### src/design/ptq_pkg.sv
// ptq_pkg: shared codes, widths and structs of the priority task queue
// used by ptq_cell, the top level and the port checker; no dependencies
`timescale 1ns / 1ps

package ptq_pkg;

   localparam int WORD_W   = 32;
   localparam int REQ_W    = 2;
   localparam int STATUS_W = 3;
   localparam int OP_W     = 3;

   // request kinds
   localparam logic [REQ_W-1:0] REQ_INSERT   = 2'd0;
   localparam logic [REQ_W-1:0] REQ_POP      = 2'd1;
   localparam logic [REQ_W-1:0] REQ_CANCEL   = 2'd2;
   localparam logic [REQ_W-1:0] REQ_SHUTDOWN = 2'd3;

   // result status codes
   localparam logic [STATUS_W-1:0] ST_OK       = 3'd0;
   localparam logic [STATUS_W-1:0] ST_SHUT     = 3'd1;
   localparam logic [STATUS_W-1:0] ST_FULL     = 3'd2;
   localparam logic [STATUS_W-1:0] ST_EMPTY    = 3'd3;
   localparam logic [STATUS_W-1:0] ST_NOTFOUND = 3'd4;

   // operations broadcast to the cell row
   localparam logic [OP_W-1:0] CELL_HOLD   = 3'd0;
   localparam logic [OP_W-1:0] CELL_INSERT = 3'd1;
   localparam logic [OP_W-1:0] CELL_POP    = 3'd2;
   localparam logic [OP_W-1:0] CELL_CANCEL = 3'd3;
   localparam logic [OP_W-1:0] CELL_CLEAR  = 3'd4;

   typedef struct packed {
      logic [WORD_W-1:0] prio;
      logic [WORD_W-1:0] id;
      logic [WORD_W-1:0] handle;
   } entry_type;

   typedef struct packed {
      logic [OP_W-1:0]   op;
      entry_type         ins;
      logic [WORD_W-1:0] cancel_id;
   } cmd_type;

endpackage

### src/design/ptq_cell.sv
// ptq_cell: one slot of the sorted queue row, keeps one entry and its valid bit
// and shifts toward either neighbor; depends on ptq_pkg
`timescale 1ns / 1ps

module ptq_cell (
   input  logic               clock,
   input  logic               reset,
   input  ptq_pkg::cmd_type   cmd_i,
   input  logic               left_valid_i,
   input  ptq_pkg::entry_type left_entry_i,
   input  logic               left_gt_i,
   input  logic               right_valid_i,
   input  ptq_pkg::entry_type right_entry_i,
   input  logic               seen_i,
   output logic               valid_o,
   output ptq_pkg::entry_type entry_o,
   output logic               gt_o,
   output logic               dup_o,
   output logic               seen_o
);
   import ptq_pkg::*;

   logic      valid_ff, valid_in;
   entry_type entry_ff, entry_in;
   logic      new_first;

   // new key orders before the stored key, both halves compared signed
   always_comb begin
      new_first = ($signed(cmd_i.ins.prio) < $signed(entry_ff.prio)) ||
                  ((cmd_i.ins.prio == entry_ff.prio) &&
                   ($signed(cmd_i.ins.id) < $signed(entry_ff.id)));
   end

   assign gt_o   = !valid_ff || new_first;
   assign dup_o  = valid_ff && (cmd_i.ins.prio == entry_ff.prio) &&
                   (cmd_i.ins.id == entry_ff.id);
   assign seen_o = seen_i || (valid_ff && (entry_ff.id == cmd_i.cancel_id));

   always_comb begin
      valid_in = valid_ff;
      entry_in = entry_ff;
      unique case (cmd_i.op)
         CELL_INSERT: begin
            if (gt_o) begin
               valid_in = left_gt_i ? left_valid_i : 1'b1;
               entry_in = left_gt_i ? left_entry_i : cmd_i.ins;
            end
         end
         CELL_POP: begin
            valid_in = right_valid_i;
            entry_in = right_entry_i;
         end
         CELL_CANCEL: begin
            if (seen_o) begin
               valid_in = right_valid_i;
               entry_in = right_entry_i;
            end
         end
         CELL_CLEAR: begin
            valid_in = 1'b0;
         end
         default: begin
            valid_in = valid_ff;
         end
      endcase
   end

   always_ff @(posedge clock) begin
      if (reset) begin
         valid_ff <= 1'b0;
      end else begin
         valid_ff <= valid_in;
      end
   end

   always_ff @(posedge clock) begin
      entry_ff <= entry_in;
   end

   assign valid_o = valid_ff;
   assign entry_o = entry_ff;

endmodule

### config.mk
export PLATFORM = sky130hd
export DESIGN_NAME = ptq_cell
export DESIGN_NICKNAME = d
export VERILOG_FILES = /design/src/design/ptq_pkg.sv /design/src/design/ptq_cell.sv
export SDC_FILE = /design/constraint.sdc
export NUM_CORES = 1
export LEC_CHECK = 0
export ABC_AREA = 1
export BUFFER_PORTS_ARGS = -buffer_cell sky130_fd_sc_hd__clkbuf_2
export CAP_MARGIN = 20
export CORE_AREA = 2 2 167 169
export CTS_CLUSTER_SIZE = 16
export DETAILED_ROUTE_END_ITERATION = 10
export DIE_AREA = 0 0 169 171
export PLACE_DENSITY = 0.51
export SYNTH_ARGS = -nofsm -noshare
export SYNTH_HDL_FRONTEND = slang
export SYNTH_SLANG_ARGS = --single-unit
### constraint.sdc
create_clock -name clock -period 12 [get_ports clock]
set_input_delay 1.2 -clock clock [delete_from_list [all_inputs] [get_ports clock]]
set_output_delay 1.2 -clock clock [all_outputs]
set_load 0.05 [all_outputs]
==> results.txt, run 1 <==
The largest net degree at the start of global routing is 77. The die is 171 microns tall. The register share of total power came out at 40.3%. For this run, design rule violations remaining after detail routing come to 0. The compound-gate portion of the synthesized area came out at 17.49%. The floorplan row count came out at 61.

The maximum buffer depth of the clock tree is 2. The slew of the pin with the lowest slew margin is 0.9234 ns. Using the TritonRoute via totals, the vias-per-cell ratio works out to 4.595.

The total iterations of the first detailed-routing run is 5. The initial standard-cell utilization of the core is 25.89%. Counting every instance in the synthesized netlist gives 916. In this run the worst hold path is classified as flip-flop to flip-flop. The post-synthesis net count is 1,309.

Net switching is 36.51% of the power. The number of instances on the worst hold path is 2. The clock input transition at the sequential cells of the worst setup and hold paths is 0.07 ns. The count of boundary I/O pins is 429. The number of inserted filler cells in the final layout is 2,966. The cell area after placement is 9535 sq um. Among all flip-flop cells after synthesis, the most frequent one is sky130_fd_sc_hd__edfxtp_1. Among all stages on the critical path, the largest delay is contributed by sky130_fd_sc_hd__ha_1. The area added between synthesis and finish came out at 38.72%.

Cells with a size suffix above 1 make up 35.57% of the layout. The remaining global-route overflow is 0. The clock share of power came out at 27.3%. The total detailed-routing wirelength is 27.62 mm. The global-route usage over all layers is 18.24%. The number of register bits inferred by synthesis is 97. The post-route total power is 1048 uW.

The maximum ir drop on the vdd rail came out at 48.95 uV. In this run, post-CTS repair resized a total of 0 instances. Buffers placed on the I/O ports in this run total 428. The sequential fraction of the synthesis area is 41.03%. The portion of total power attributed to combinational logic is 32.4%. Data arrives at the worst endpoint at 2.96 ns.

Setup violations remaining at the end of the flow were counted as 0. The number of antenna diodes came out at 0. The half-perimeter wire length of the detailed placement result is 21.58 mm. The count of cells along the worst register-to-register path came out at 12.

After synthesis, the share of cell area in mux cells is 0%. The distinct cell type count of the synthesized netlist is 32. Headroom to the max-slew limit came out at 38.44%. The violation count after the first detailed-route iteration came out at 380. The count of warnings emitted by yosys came out at 0. After the last flow step, the layout net total stands at 1,712. The post-synthesis share of cell area spent on xor and xnor gates came out at 1.733%. Setup repair after global routing left no endpoint under its margin.

The post-CTS repair timing setup buffer count is 0. The highest net fanout along the worst path is 3. Grouping stages by cell kind, the critical path spends the most delay in simple AND/OR/NAND/NOR gates.

Clock tree synthesis inserted a total of 9 buffers. The clock period minus final worst setup slack is 4.161 ns. The area of the die is 28,900 sq um. In this run the number of H-tree levels came out at 3. The total leakage power came out at 0.005014 uW. Averaged over all synthesized cells, the footprint is 7.723 sq um. CTS placed an instance of sky130_fd_sc_hd__clkbuf_16 at the clock tree root. The setup path with the least slack is of type input port to primary output.

For this design the ratio of total power to cell area is 106.8 nW/um^2. The number of buffers inserted by hold repair at cts came out at 0. The switching power of the nets came out at 382.6 uW. The combinational family with the most area after synthesis is simple AND/OR/NAND/NOR gates.

The routed length per placed instance is 16.54 microns. The remaining antenna violation count after routing is 0. The number of antenna violations at the first check in global routing came out at 1. The final critical path takes up 34.68% of the cycle. The clock latency at the later pin of the worst-skew pair is 0.35 ns. The first global-routing pass estimated 40.66 mm of wire. The reported max-cap violation count is 0. Routability-driven placement finished with a final weighted congestion of 0.8574. For this run, the top clock speed supported by timing is 240.3 MHz. Walking the worst path, the cells encountered are clkbuf_2 -> ha_1 -> nand2_1 -> nor2_1 -> nand4_1 -> nor2_1 -> nand4_1 -> nor3_1 -> clkbuf_2. STA classifies the critical path endpoint as a primary output.

The run finished with clean final reports. Across the routed clock network, the largest skew measured is 0.01347 ns. The final instance area came out at 9813 sq um. The design internal power came out at 665.4 uW. In this run the cell area of the synthesized design comes to 7074 sq um. The die is 169 microns wide. The via count of the first global-routing pass was 7,332.

Summing the areas of all and, or, nand and nor instances in the mapped netlist gives 21.17% of the synthesized area. TritonCTS built the clock tree. The end-of-flow core utilization is 35.91%. The adder-cell share of the synthesized area is 11.32%. The core area is 27,320 sq um. The critical path crosses 9 cells after its start point. The total via count in the routed design came out at 7,673.

The number of clock sinks seen by CTS came out at 97. The required time of the critical path came out at 10.80 ns. The number of enable-type register cells in the synthesized netlist came out at 96.

The final-layout setup total negative slack is 0 ns. The maximum cell stage delay along the critical path is 0.34 ns. The count of buffer and inverter cells on the critical path came out at 2. The worst setup path is launched from an input port. The count of endpoints failing hold in the final timing report is 0. In the synthesized netlist the async set-or-reset flop fraction comes to 0%. The number of max-slew violations in the final report came to 0.
final timing paths:
kind	start	to	slack (ns)
worst max-delay path	cmd_i[95]	dup_o	7.84
worst min-delay path	valid_o	valid_o	0.67
worst max register to register	entry_o[63]	entry_o[8]	8.52
worst min register to register	valid_o	valid_o	0.67
cell type report:
class	instances	area [sq um]	share of cell area [%]
flip-flops and latches	97	2903	29.58
clock buffers	11	232.7	2.372
repair buffers	433	2182	22.24
multi-input cells	685	3664	37.33
inverters	93	354.1	3.608
well taps	346	432.9	4.412
clock inverters	5	45.04	0.4590
kinds of logic after synthesis:
group | count (synthesis)
AO/OA/AOI/OAI | 243
XOR/XNOR | 14
adder cells (fa/ha/maj) | 64
buffers and inverters | 134
flip-flops | 97
AND/OR/NAND/NOR | 364
flip-flops by register name (all words and copies together) (netlist names):
signal and cells:
entry_o 96, valid_o 1
tightest hold or removal path, delay by kind of cell (launching register included):
kind               cells  cell delay [ns]
DFF                    1             0.42
AOI/OAI and AO/OA      1             0.16
and+or+nand+nor        1             0.05
cells in the mapped netlist, types with 2 or more instances:
master                     number  area (sq um)
sky130_fd_sc_hd__a21oi_1      224          1121
sky130_fd_sc_hd__nand2_1      188         705.7
sky130_fd_sc_hd__nor2_1       127         476.7
sky130_fd_sc_hd__edfxtp_1      96          2883
sky130_fd_sc_hd__inv_1         89         334.1
sky130_fd_sc_hd__ha_1          64         800.8
sky130_fd_sc_hd__clkbuf_1      32         120.1
sky130_fd_sc_hd__nand3_1       11         55.05
sky130_fd_sc_hd__or2_2         11         68.82
sky130_fd_sc_hd__xor2_1        11         96.34
sky130_fd_sc_hd__nand4_1       10         62.56
sky130_fd_sc_hd__o21ai_0       10         50.05
sky130_fd_sc_hd__buf_2          8         40.04
sky130_fd_sc_hd__nor3_1         7         35.03
sky130_fd_sc_hd__nor2_2         3         18.77
sky130_fd_sc_hd__o21a_1         3         22.52
sky130_fd_sc_hd__xnor2_1        3         26.28
sky130_fd_sc_hd__clkinv_1       2         7.510
sky130_fd_sc_hd__inv_2          2         7.510
sky130_fd_sc_hd__nand3_2        2         20.02
sky130_fd_sc_hd__o22ai_1        2         12.51
power by group through the flow:
| stage | Clock [uW] | Combinational [uW] | Sequential, uW |
|---|---|---|---|
| after floorplan | 0 | 130 | 514 |
| after global placement | 0 | 341 | 430 |
| after detailed placement | 0 | 342 | 430 |
| after CTS | 298 | 343 | 423 |
| after global routing | 309 | 375 | 426 |
| final | 286 | 340 | 422 |
layout by cell type, fill, tap and decap left out, drive strengths merged:
cell type  instances
and3               1
or2               11
dfxtp              1
ha                64
a21o               1
nand3             13
edfxtp            96
nand2            189
clkinv             3
o2111ai            1
buf                6
xor2              11
a21boi             1
xnor2              3
nor3               8
inv               94
clkbuf           438
nor2             131
a211oi             1
o22ai              2
o21a               3
o21ai             10
a21oi            224
clkinvlp           1
nand4             11
per-layer routing:
| metal | routed length (microns) | track usage (%) | up-vias |
|---|---|---|---|
| met5 | 7 | 0 | - |
| met4 | 493 | 5.500 | 2 |
| met3 | 1769 | 3.886 | 28 |
| met2 | 13790 | 31.82 | 294 |
| met1 | 11570 | 22.63 | 3459 |
| li1 | - | - | 3890 |
through the flow:
step,hold WS (ns),instances,worst slack [ns]
6_report,0.6676,1670,7.839
5_1_grt,0.7311,1670,7.655
4_1_cts,0.6885,1670,7.724
3_5_place_dp,0.6775,1654,7.541
3_3_place_gp,0.6766,1654,7.595
2_1_floorplan,0.7561,916,7.321
Power figures use the tool's default switching activity.
==> inputs of run 2 (changes only) <==
- ABC_AREA: 1 -> 0
- PLACE_DENSITY: 0.51 -> 0.53
- clock period: 12 -> 3.6 ns (I/O delays scaled with it)
==> results.txt, run 2 <==
The wire length of the first global-routing pass came out at 36.76 mm (was 40.66 mm). The number of H-tree levels came out at 3 (unchanged). Commonest non-fill, non-tap cells in the layout: sky130_fd_sc_hd__clkbuf_2, sky130_fd_sc_hd__nand2_1, sky130_fd_sc_hd__o21ai_0 (was sky130_fd_sc_hd__clkbuf_2, sky130_fd_sc_hd__a21oi_1, sky130_fd_sc_hd__nand2_1). The sort of element at the start of the critical path was a flip-flop (was input port). The clock latency at the later pin of the worst-skew pair is 0.35 ns (about the same). The distinct cell type count of the synthesized netlist is 41 (was 32). The met1 track demand over resource in global routing was 19.62% (was 22.63%). The fraction of registers with async set or reset after synthesis came out at 0% (unchanged). The number of max-slew violations in the final report is 0 (unchanged). The post-route total power came to 3723 uW (was 1048 uW).

Largest cells by area after synthesis: sky130_fd_sc_hd__edfxtp_1, sky130_fd_sc_hd__mux2i_1, sky130_fd_sc_hd__ha_1, sky130_fd_sc_hd__o21ai_0, sky130_fd_sc_hd__nand2_1 (was sky130_fd_sc_hd__edfxtp_1, sky130_fd_sc_hd__a21oi_1, sky130_fd_sc_hd__ha_1, sky130_fd_sc_hd__nand2_1, sky130_fd_sc_hd__nor2_1). The count of port buffers added during placement is 428 (unchanged). The number of register bits inferred by synthesis is 97 (unchanged). The global-route usage over all layers is 16.79% (was 18.24%).

The busiest layer in global routing is met2 (unchanged). The floorplan row count came out at 61 (unchanged). The vertical die dimension came out at 171 microns (unchanged). The flip-flop count of the largest register after layout came out at 96 (unchanged). The via count of the first global-routing pass came out at 6,579 (was 7,332). The clock input transition at the sequential cells of the worst setup and hold paths is 0.08 ns (was 0.07 ns). The largest net degree at the start of global routing came out at 112 (was 77). The total leakage power came to 0.005123 uW (was 0.005014 uW). The total clock buffers created by CTS is 9 (unchanged). The slew of the pin with the lowest slew margin came out at 0.7173 ns (was 0.9234 ns).

The required time of the critical path is 3.66 ns (was 10.80 ns). The share of the clock period used by the worst path is 96.76%. The worst hold-check slack came out at 0.2776 ns (was 0.6676 ns). The kind of end point of the critical path is a flip-flop (was primary output).

The most instantiated flip-flop cell in the synthesis netlist is sky130_fd_sc_hd__edfxtp_1 (unchanged). The CTS tree is built (unchanged). The maximum ir drop on the vdd rail is 161.3 uV (was 48.95 uV). The reported max-cap violation count is 0 (unchanged).

The top-area cell type share of the netlist area is 41.02% (was 40.75%). The cell type with the largest total area after synthesis is sky130_fd_sc_hd__edfxtp_1 (unchanged). The routing usage on met2 is 31.18% (was 31.82%). The post-synthesis average cell area is 9.748 sq um (was 7.723 sq um). The count of warnings emitted by yosys was 0 (unchanged). The total via count in the routed design came to 6,825 (was 7,673). The count of endpoints failing hold in the final timing report is 0 (unchanged). The power density of the placed cells came to 360.6 nW/um^2 (was 106.8 nW/um^2).

The number of inserted filler cells in the final layout came to 2,850 (was 2,966). The sequential fraction of the synthesis area was 41.30% (was 41.03%). The core area is 27,320 sq um (unchanged). The number of enable-type register cells in the synthesized netlist is 96 (unchanged). The post-synthesis net count is 1,114 (was 1,309). The category of the critical setup timing path is flip-flop to flip-flop (was input port to primary output). The half-perimeter wire length of the detailed placement result is 21.45 mm (was 21.58 mm). The number of design rule violations left after detail routing came out at 0 (unchanged).

The number of nets in the finished design is 1,551 (was 1,712). The global placement routability congestion came out at 0.7975 (was 0.8574). The synthesized instance count came out at 721 (was 916). The leading cell type in the layout, fill and taps excluded is sky130_fd_sc_hd__clkbuf_2 (unchanged). The maximum buffer depth of the clock tree came to 2 (unchanged). The total iterations of the first detailed-routing run came out at 4 (was 5). The number of buffers inserted by hold repair at cts is 0 (unchanged).

The clock period minus final worst setup slack came out at 3.483 ns. The highest net fanout along the worst path came out at 8 (was 3). The routed length per placed instance is 17.29 microns (was 16.54 microns).

The remaining antenna violation count after routing is 0 (unchanged). The ratio of routed vias to standard cells is 4.523 (was 4.595). The kind of path behind the tightest hold check is input port to flip-flop (was flip-flop to flip-flop).

The number of clock sinks seen by CTS is 97 (unchanged). The total area of multi-input combinational cells came out at 3840 sq um (was 3664 sq um). The area of the mapped netlist came out at 7028 sq um (was 7074 sq um). The number of antenna violations at the first check in global routing came out at 1 (unchanged). The clock tree skew after final layout was 0.01342 ns (was 0.01347 ns). The fraction of final layout cells with drive strength greater than 1 came out at 42.30% (was 35.57%). The remaining global-route overflow came out at 0 (unchanged).

The violation count after the first detailed-route iteration came out at 260 (was 380). The cell with the most instances after synthesis was sky130_fd_sc_hd__nand2_1 (was sky130_fd_sc_hd__a21oi_1). The number of setup violations in the final report came out at 0 (unchanged). The die boundary width was 169 microns (unchanged). Ranking of synthesized cells by instance count: sky130_fd_sc_hd__nand2_1, sky130_fd_sc_hd__o21ai_0, sky130_fd_sc_hd__edfxtp_1, sky130_fd_sc_hd__mux2i_1, sky130_fd_sc_hd__inv_1 (was sky130_fd_sc_hd__a21oi_1, sky130_fd_sc_hd__nand2_1, sky130_fd_sc_hd__nor2_1). The initial standard-cell utilization of the core came to 25.72% (was 25.89%). The count of boundary I/O pins came out at 429 (unchanged). The met3 track demand over resource came to 4.326% (was 3.886%). The cell chosen for the clock root is sky130_fd_sc_hd__clkbuf_16 (unchanged). The footprint of the flip-flops and latches is 2903 sq um (unchanged). The number of antenna diodes is 0 (unchanged). The timing-limited maximum frequency came out at 287.1 MHz. The area added between synthesis and finish came out at 46.91% (was 38.72%).

Result of the run: finished clean (unchanged). The data arrival time of the critical path is 3.55 ns (was 2.96 ns). The headroom to the max-slew limit came out at 52.18% (was 38.44%). The total detailed-routing wirelength came out at 26.10 mm (was 27.62 mm). The area of the die is 28,900 sq um (unchanged).
## run 2: metal layers
layer  vias up  part of all wire [%]
li1       3453                     -
met1      3068                    40
met2       287                    52
met3        15                   7.5
met4         2                  0.82
met5         -                 0.050
## run 2: final timing paths
path	start	to	slack [ns]	cells past startpoint
hold / removal	right_entry_i[44]	entry_o[44]	0.28	3
hold reg to reg	valid_o	valid_o	0.82	3
setup / recovery	entry_o[41]	entry_o[70]	0.12	13
setup reg to reg	entry_o[41]	entry_o[70]	0.12	13
## run 2: area by class of cell
class                   instances  share of cell area [%]
clock buffers                   9                   2.181
repair buffers                458                   24.85
inverters                      68                   2.472
well taps                     346                   4.193
multi-input cells             524                   37.19
clock inverters                 7                  0.9937
flip-flops and latches         97                   28.11
## run 2: what timing repair did
action	4_1_cts	5_1_grt
setup buffers	3	3
gates cloned	0	6
pin swaps	5	2
gates resized for setup	7	8
setup endpoints to repair	1	97
## run 2: power breakdown
part           switching (uW)  internal (uW)  total (uW)
sequential               51.8           1360        1410
clock                     473            619        1090
combinational             750            467        1220
total                    1270           2450        3720
## run 2: kinds of logic (layout without fill, tap and decap cells)
kind of cell,Yosys count,after routing,share of synthesized area (%)
adders and majority gates,64,64,11.39
muxes,98,98,14.10
and+or+nand+nor,178,178,11.54
AOI/OAI and AO/OA,150,150,12.09
buffers and inverters,100,542,5.341
DFF,97,97,41.30
xor gates and xnor gates,34,34,4.237
## run 2: critical path: stages (launching register included)
cell	delay, ns
sky130_fd_sc_hd__edfxtp_1	0.45
sky130_fd_sc_hd__inv_1	0.08
sky130_fd_sc_hd__ha_1	0.24
sky130_fd_sc_hd__a21o_1	0.19
sky130_fd_sc_hd__nand3_1	0.08
sky130_fd_sc_hd__a21oi_1	0.07
sky130_fd_sc_hd__or4b_4	0.56
sky130_fd_sc_hd__a2111oi_4	0.34
sky130_fd_sc_hd__mux2_4	0.35
sky130_fd_sc_hd__o211ai_4	0.21
sky130_fd_sc_hd__buf_6	0.15
sky130_fd_sc_hd__o2bb2ai_4	0.14
sky130_fd_sc_hd__buf_12	0.17
sky130_fd_sc_hd__buf_6	0.17
## run 2: through the flow
| step | TNS (ns) | instances | setup slack (ns) | instance area, sq um | utilization [%] |
|---|---|---|---|---|---|
| finish | 0 | 1509 | 0.1167 | 10320 | 37.79 |
| global route | -0.1600 | 1509 | -0.01097 | 10320 | 37.79 |
| CTS | 0 | 1500 | 0.008849 | 10120 | 37.02 |
| detailed placement | 0 | 1481 | 0.04949 | 9729 | 35.61 |
| global placement | 0 | 1481 | 0.1011 | 9729 | 35.61 |
| floorplan | -60.04 | 721 | -0.6254 | 7076 | - |
==> inputs of run 3 (changes only) <==
- GPL_TIMING_DRIVEN: unset -> 0
- PLACE_DENSITY: 0.53 -> 0.57
==> results.txt, run 3 (same netlist as run 2, synthesis figures left out) <==
Result of the run: finished clean (unchanged). The timing-limited maximum frequency is 281.0 MHz (was 287.1 MHz). The total iterations of the first detailed-routing run came out at 5 (was 4). The required time of the critical path came to 3.67 ns (was 3.66 ns). The count of boundary I/O pins came out at 429 (unchanged). The floorplan row count is 61 (unchanged).

The post-route total power came out at 3714 uW (was 3723 uW). The global placement routability congestion is 0.8583 (was 0.7975). The worst reg2reg path startpoint was entry_o[33] (was entry_o[41]). The total via count in the routed design is 7,076 (was 6,825). The post-placement setup slack is -0.4675 ns (was 0.04949 ns). The minimum setup slack among reg-to-reg paths came to 0.04 ns (was 0.12 ns).

The clock tree skew after final layout came out at 0.01835 ns (was 0.01342 ns). The die boundary width is 169 microns (unchanged). The number of setup violations in the final report is 0 (unchanged). The category of the critical setup timing path was flip-flop to flip-flop (unchanged).

The sort of element at the start of the critical path was a flip-flop (unchanged). The largest net degree at the start of global routing came out at 53 (was 112). The core area came to 27,320 sq um (unchanged). The number of antenna violations at the first check in global routing came out at 0 (was 1).

The leading cell type in the layout, fill and taps excluded is sky130_fd_sc_hd__clkbuf_2 (unchanged). The worst-case setup margin in the final layout was 0.04173 ns (was 0.1167 ns). The headroom to the max-slew limit is 39.18% (was 52.18%). The vertical die dimension is 171 microns (unchanged). The half-perimeter wire length of the detailed placement result came out at 23.12 mm (was 21.45 mm). The cell chosen for the clock root is sky130_fd_sc_hd__clkbuf_16 (unchanged). The maximum ir drop on the vdd rail came out at 163.6 uV (was 161.3 uV).

The number of antenna diodes came out at 0 (unchanged). Setup repair after global routing could not meet its margin everywhere. The power density of the placed cells is 358.0 nW/um^2 (was 360.6 nW/um^2). The routed length per placed instance came out at 18.47 microns (was 17.29 microns). The number of design rule violations left after detail routing was 0 (unchanged). The clock period minus final worst setup slack is 3.558 ns (was 3.483 ns).

The count of endpoints failing hold in the final timing report came out at 0 (unchanged). The data arrival time of the critical path is 3.63 ns (was 3.55 ns). The reported max-cap violation count is 0 (unchanged).

The total clock buffers created by CTS is 9 (unchanged). The fraction of final layout cells with drive strength greater than 1 is 41.66% (was 42.30%). The ratio of routed vias to standard cells is 4.598 (was 4.523). The remaining global-route overflow came out at 0 (unchanged). The end-of-flow core utilization came out at 37.98% (was 37.79%).

The violation count after the first detailed-route iteration is 308 (was 260). The wire length of the first global-routing pass came to 39.58 mm (was 36.76 mm). The initial standard-cell utilization of the core is 25.72% (unchanged). The CTS tree was built (unchanged). The number of nets in the finished design is 1,581 (was 1,551). The count of cells along the worst register-to-register path was 13 (unchanged). The area added between synthesis and finish came out at 47.64% (was 46.91%). The slew of the pin with the lowest slew margin is 0.9123 ns (was 0.7173 ns). The highest net fanout along the worst path is 8 (unchanged). The number of inserted filler cells in the final layout is 2,850 (unchanged). The number of clock sinks seen by CTS came out at 97 (unchanged).

The number of buffers inserted by hold repair at cts is 0 (unchanged). The total detailed-routing wirelength came to 28.42 mm (was 26.10 mm). The number of H-tree levels came to 3 (unchanged). The termination of the worst setup path is entry_o[36] (was entry_o[70]).

The share of the clock period used by the worst path came out at 98.84% (was 96.76%). The area of the die is 28,900 sq um (unchanged). The clock latency at the later pin of the worst-skew pair is 0.36 ns (was 0.35 ns).

The startpoint of the worst setup timing path is entry_o[33] (was entry_o[41]). Commonest non-fill, non-tap cells in the layout: sky130_fd_sc_hd__clkbuf_2, sky130_fd_sc_hd__nand2_1, sky130_fd_sc_hd__o21ai_0 (unchanged). The total leakage power is 0.005104 uW (was 0.005123 uW). The worst flop-to-flop path endpoint is entry_o[36] (was entry_o[70]). The number of max-slew violations in the final report is 0 (unchanged). The count of port buffers added during placement is 427 (was 428).

The kind of end point of the critical path is a flip-flop (unchanged). The maximum buffer depth of the clock tree came out at 2 (unchanged). The via count of the first global-routing pass is 7,077 (was 6,579).

The flip-flop count of the largest register after layout came out at 96 (unchanged). The startpoint of the most critical hold path is right_entry_i[24] (was right_entry_i[44]). The clock input transition at the sequential cells of the worst setup and hold paths was 0.08 ns (about the same). The kind of path behind the tightest hold check is input port to flip-flop (unchanged). The remaining antenna violation count after routing came out at 0 (unchanged). The global-route usage over all layers is 18.40% (was 16.79%).
[run 3: report_power, final]
group | switching (uW) | total, uW | internal [uW]
sequential | 52.5 | 1410 | 1360
combinational | 773 | 1240 | 468
clock | 492 | 1060 | 568
total | 1320 | 3710 | 2400
[run 3: what timing repair did]
| item | CTS | global route |
|---|---|---|
| buffers inserted | 16 | 7 |
| setup endpoints to repair | 97 | 97 |
| gates resized for setup | 11 | 11 |
| cloned | 0 | 4 |
| pin swaps | 4 | 4 |
[run 3: metal layers]
layer | GRT usage (%) | routed length (microns) | vias up
met5 | 0 | 0 | -
met4 | 4.794 | 409 | 0
met3 | 3.192 | 1640 | 15
met2 | 34.12 | 14640 | 292
met1 | 21.96 | 11730 | 3253
li1 | - | - | 3516
[run 3: cell type report]
| class | instances | area, sq um | area share, % |
|---|---|---|---|
| Buffer | 32 | 120.1 | 1.158 |
| Timing Repair Buffer | 456 | 2474 | 23.84 |
| Inverter | 68 | 255.2 | 2.460 |
| Clock inverter | 6 | 73.82 | 0.7114 |
| Tap cell | 346 | 432.9 | 4.172 |
| Multi-Input combinational cell | 524 | 3879 | 37.38 |
| Clock buffer | 10 | 239.0 | 2.303 |
| Sequential cell | 97 | 2903 | 27.98 |
[run 3: critical path, cell delays in order (launching register included)]
cell	delay, ns
sky130_fd_sc_hd__edfxtp_1	0.40
sky130_fd_sc_hd__inv_2	0.09
sky130_fd_sc_hd__ha_4	0.19
sky130_fd_sc_hd__nor2b_4	0.12
sky130_fd_sc_hd__o21bai_1	0.16
sky130_fd_sc_hd__a21oi_2	0.09
sky130_fd_sc_hd__or4b_4	0.58
sky130_fd_sc_hd__a2111oi_4	0.36
sky130_fd_sc_hd__mux2_4	0.36
sky130_fd_sc_hd__o211ai_4	0.24
sky130_fd_sc_hd__buf_6	0.14
sky130_fd_sc_hd__o2bb2ai_4	0.17
sky130_fd_sc_hd__buf_12	0.19
sky130_fd_sc_hd__clkbuf_16	0.17
[run 3: stage by stage]
step	area (sq um)	setup TNS (ns)	instances	hold slack, ns
after global routing	10380	-2.109	1539	0.2675
after CTS	10180	-3.857	1528	0.2520
after detailed placement	9706	-26.10	1497	0.6394
after floorplan	7076	-60.04	721	0.5471
after global placement	9646	-152.42	1494	0.6342
final	10380	0	1539	0.2732
[run 3: how the worst min path moves through the flow]
| stage | cells past startpoint | slack, ns | endpoint |
|---|---|---|---|
| 2_1_floorplan | 2 | 0.55 | entry_o[0] |
| 3_3_place_gp | 3 | 0.63 | entry_o[55] |
| 3_5_place_dp | 3 | 0.64 | entry_o[32] |
| 4_1_cts | 3 | 0.25 | entry_o[32] |
| 5_1_grt | 3 | 0.27 | entry_o[32] |
| 6_report | 3 | 0.27 | entry_o[24] |
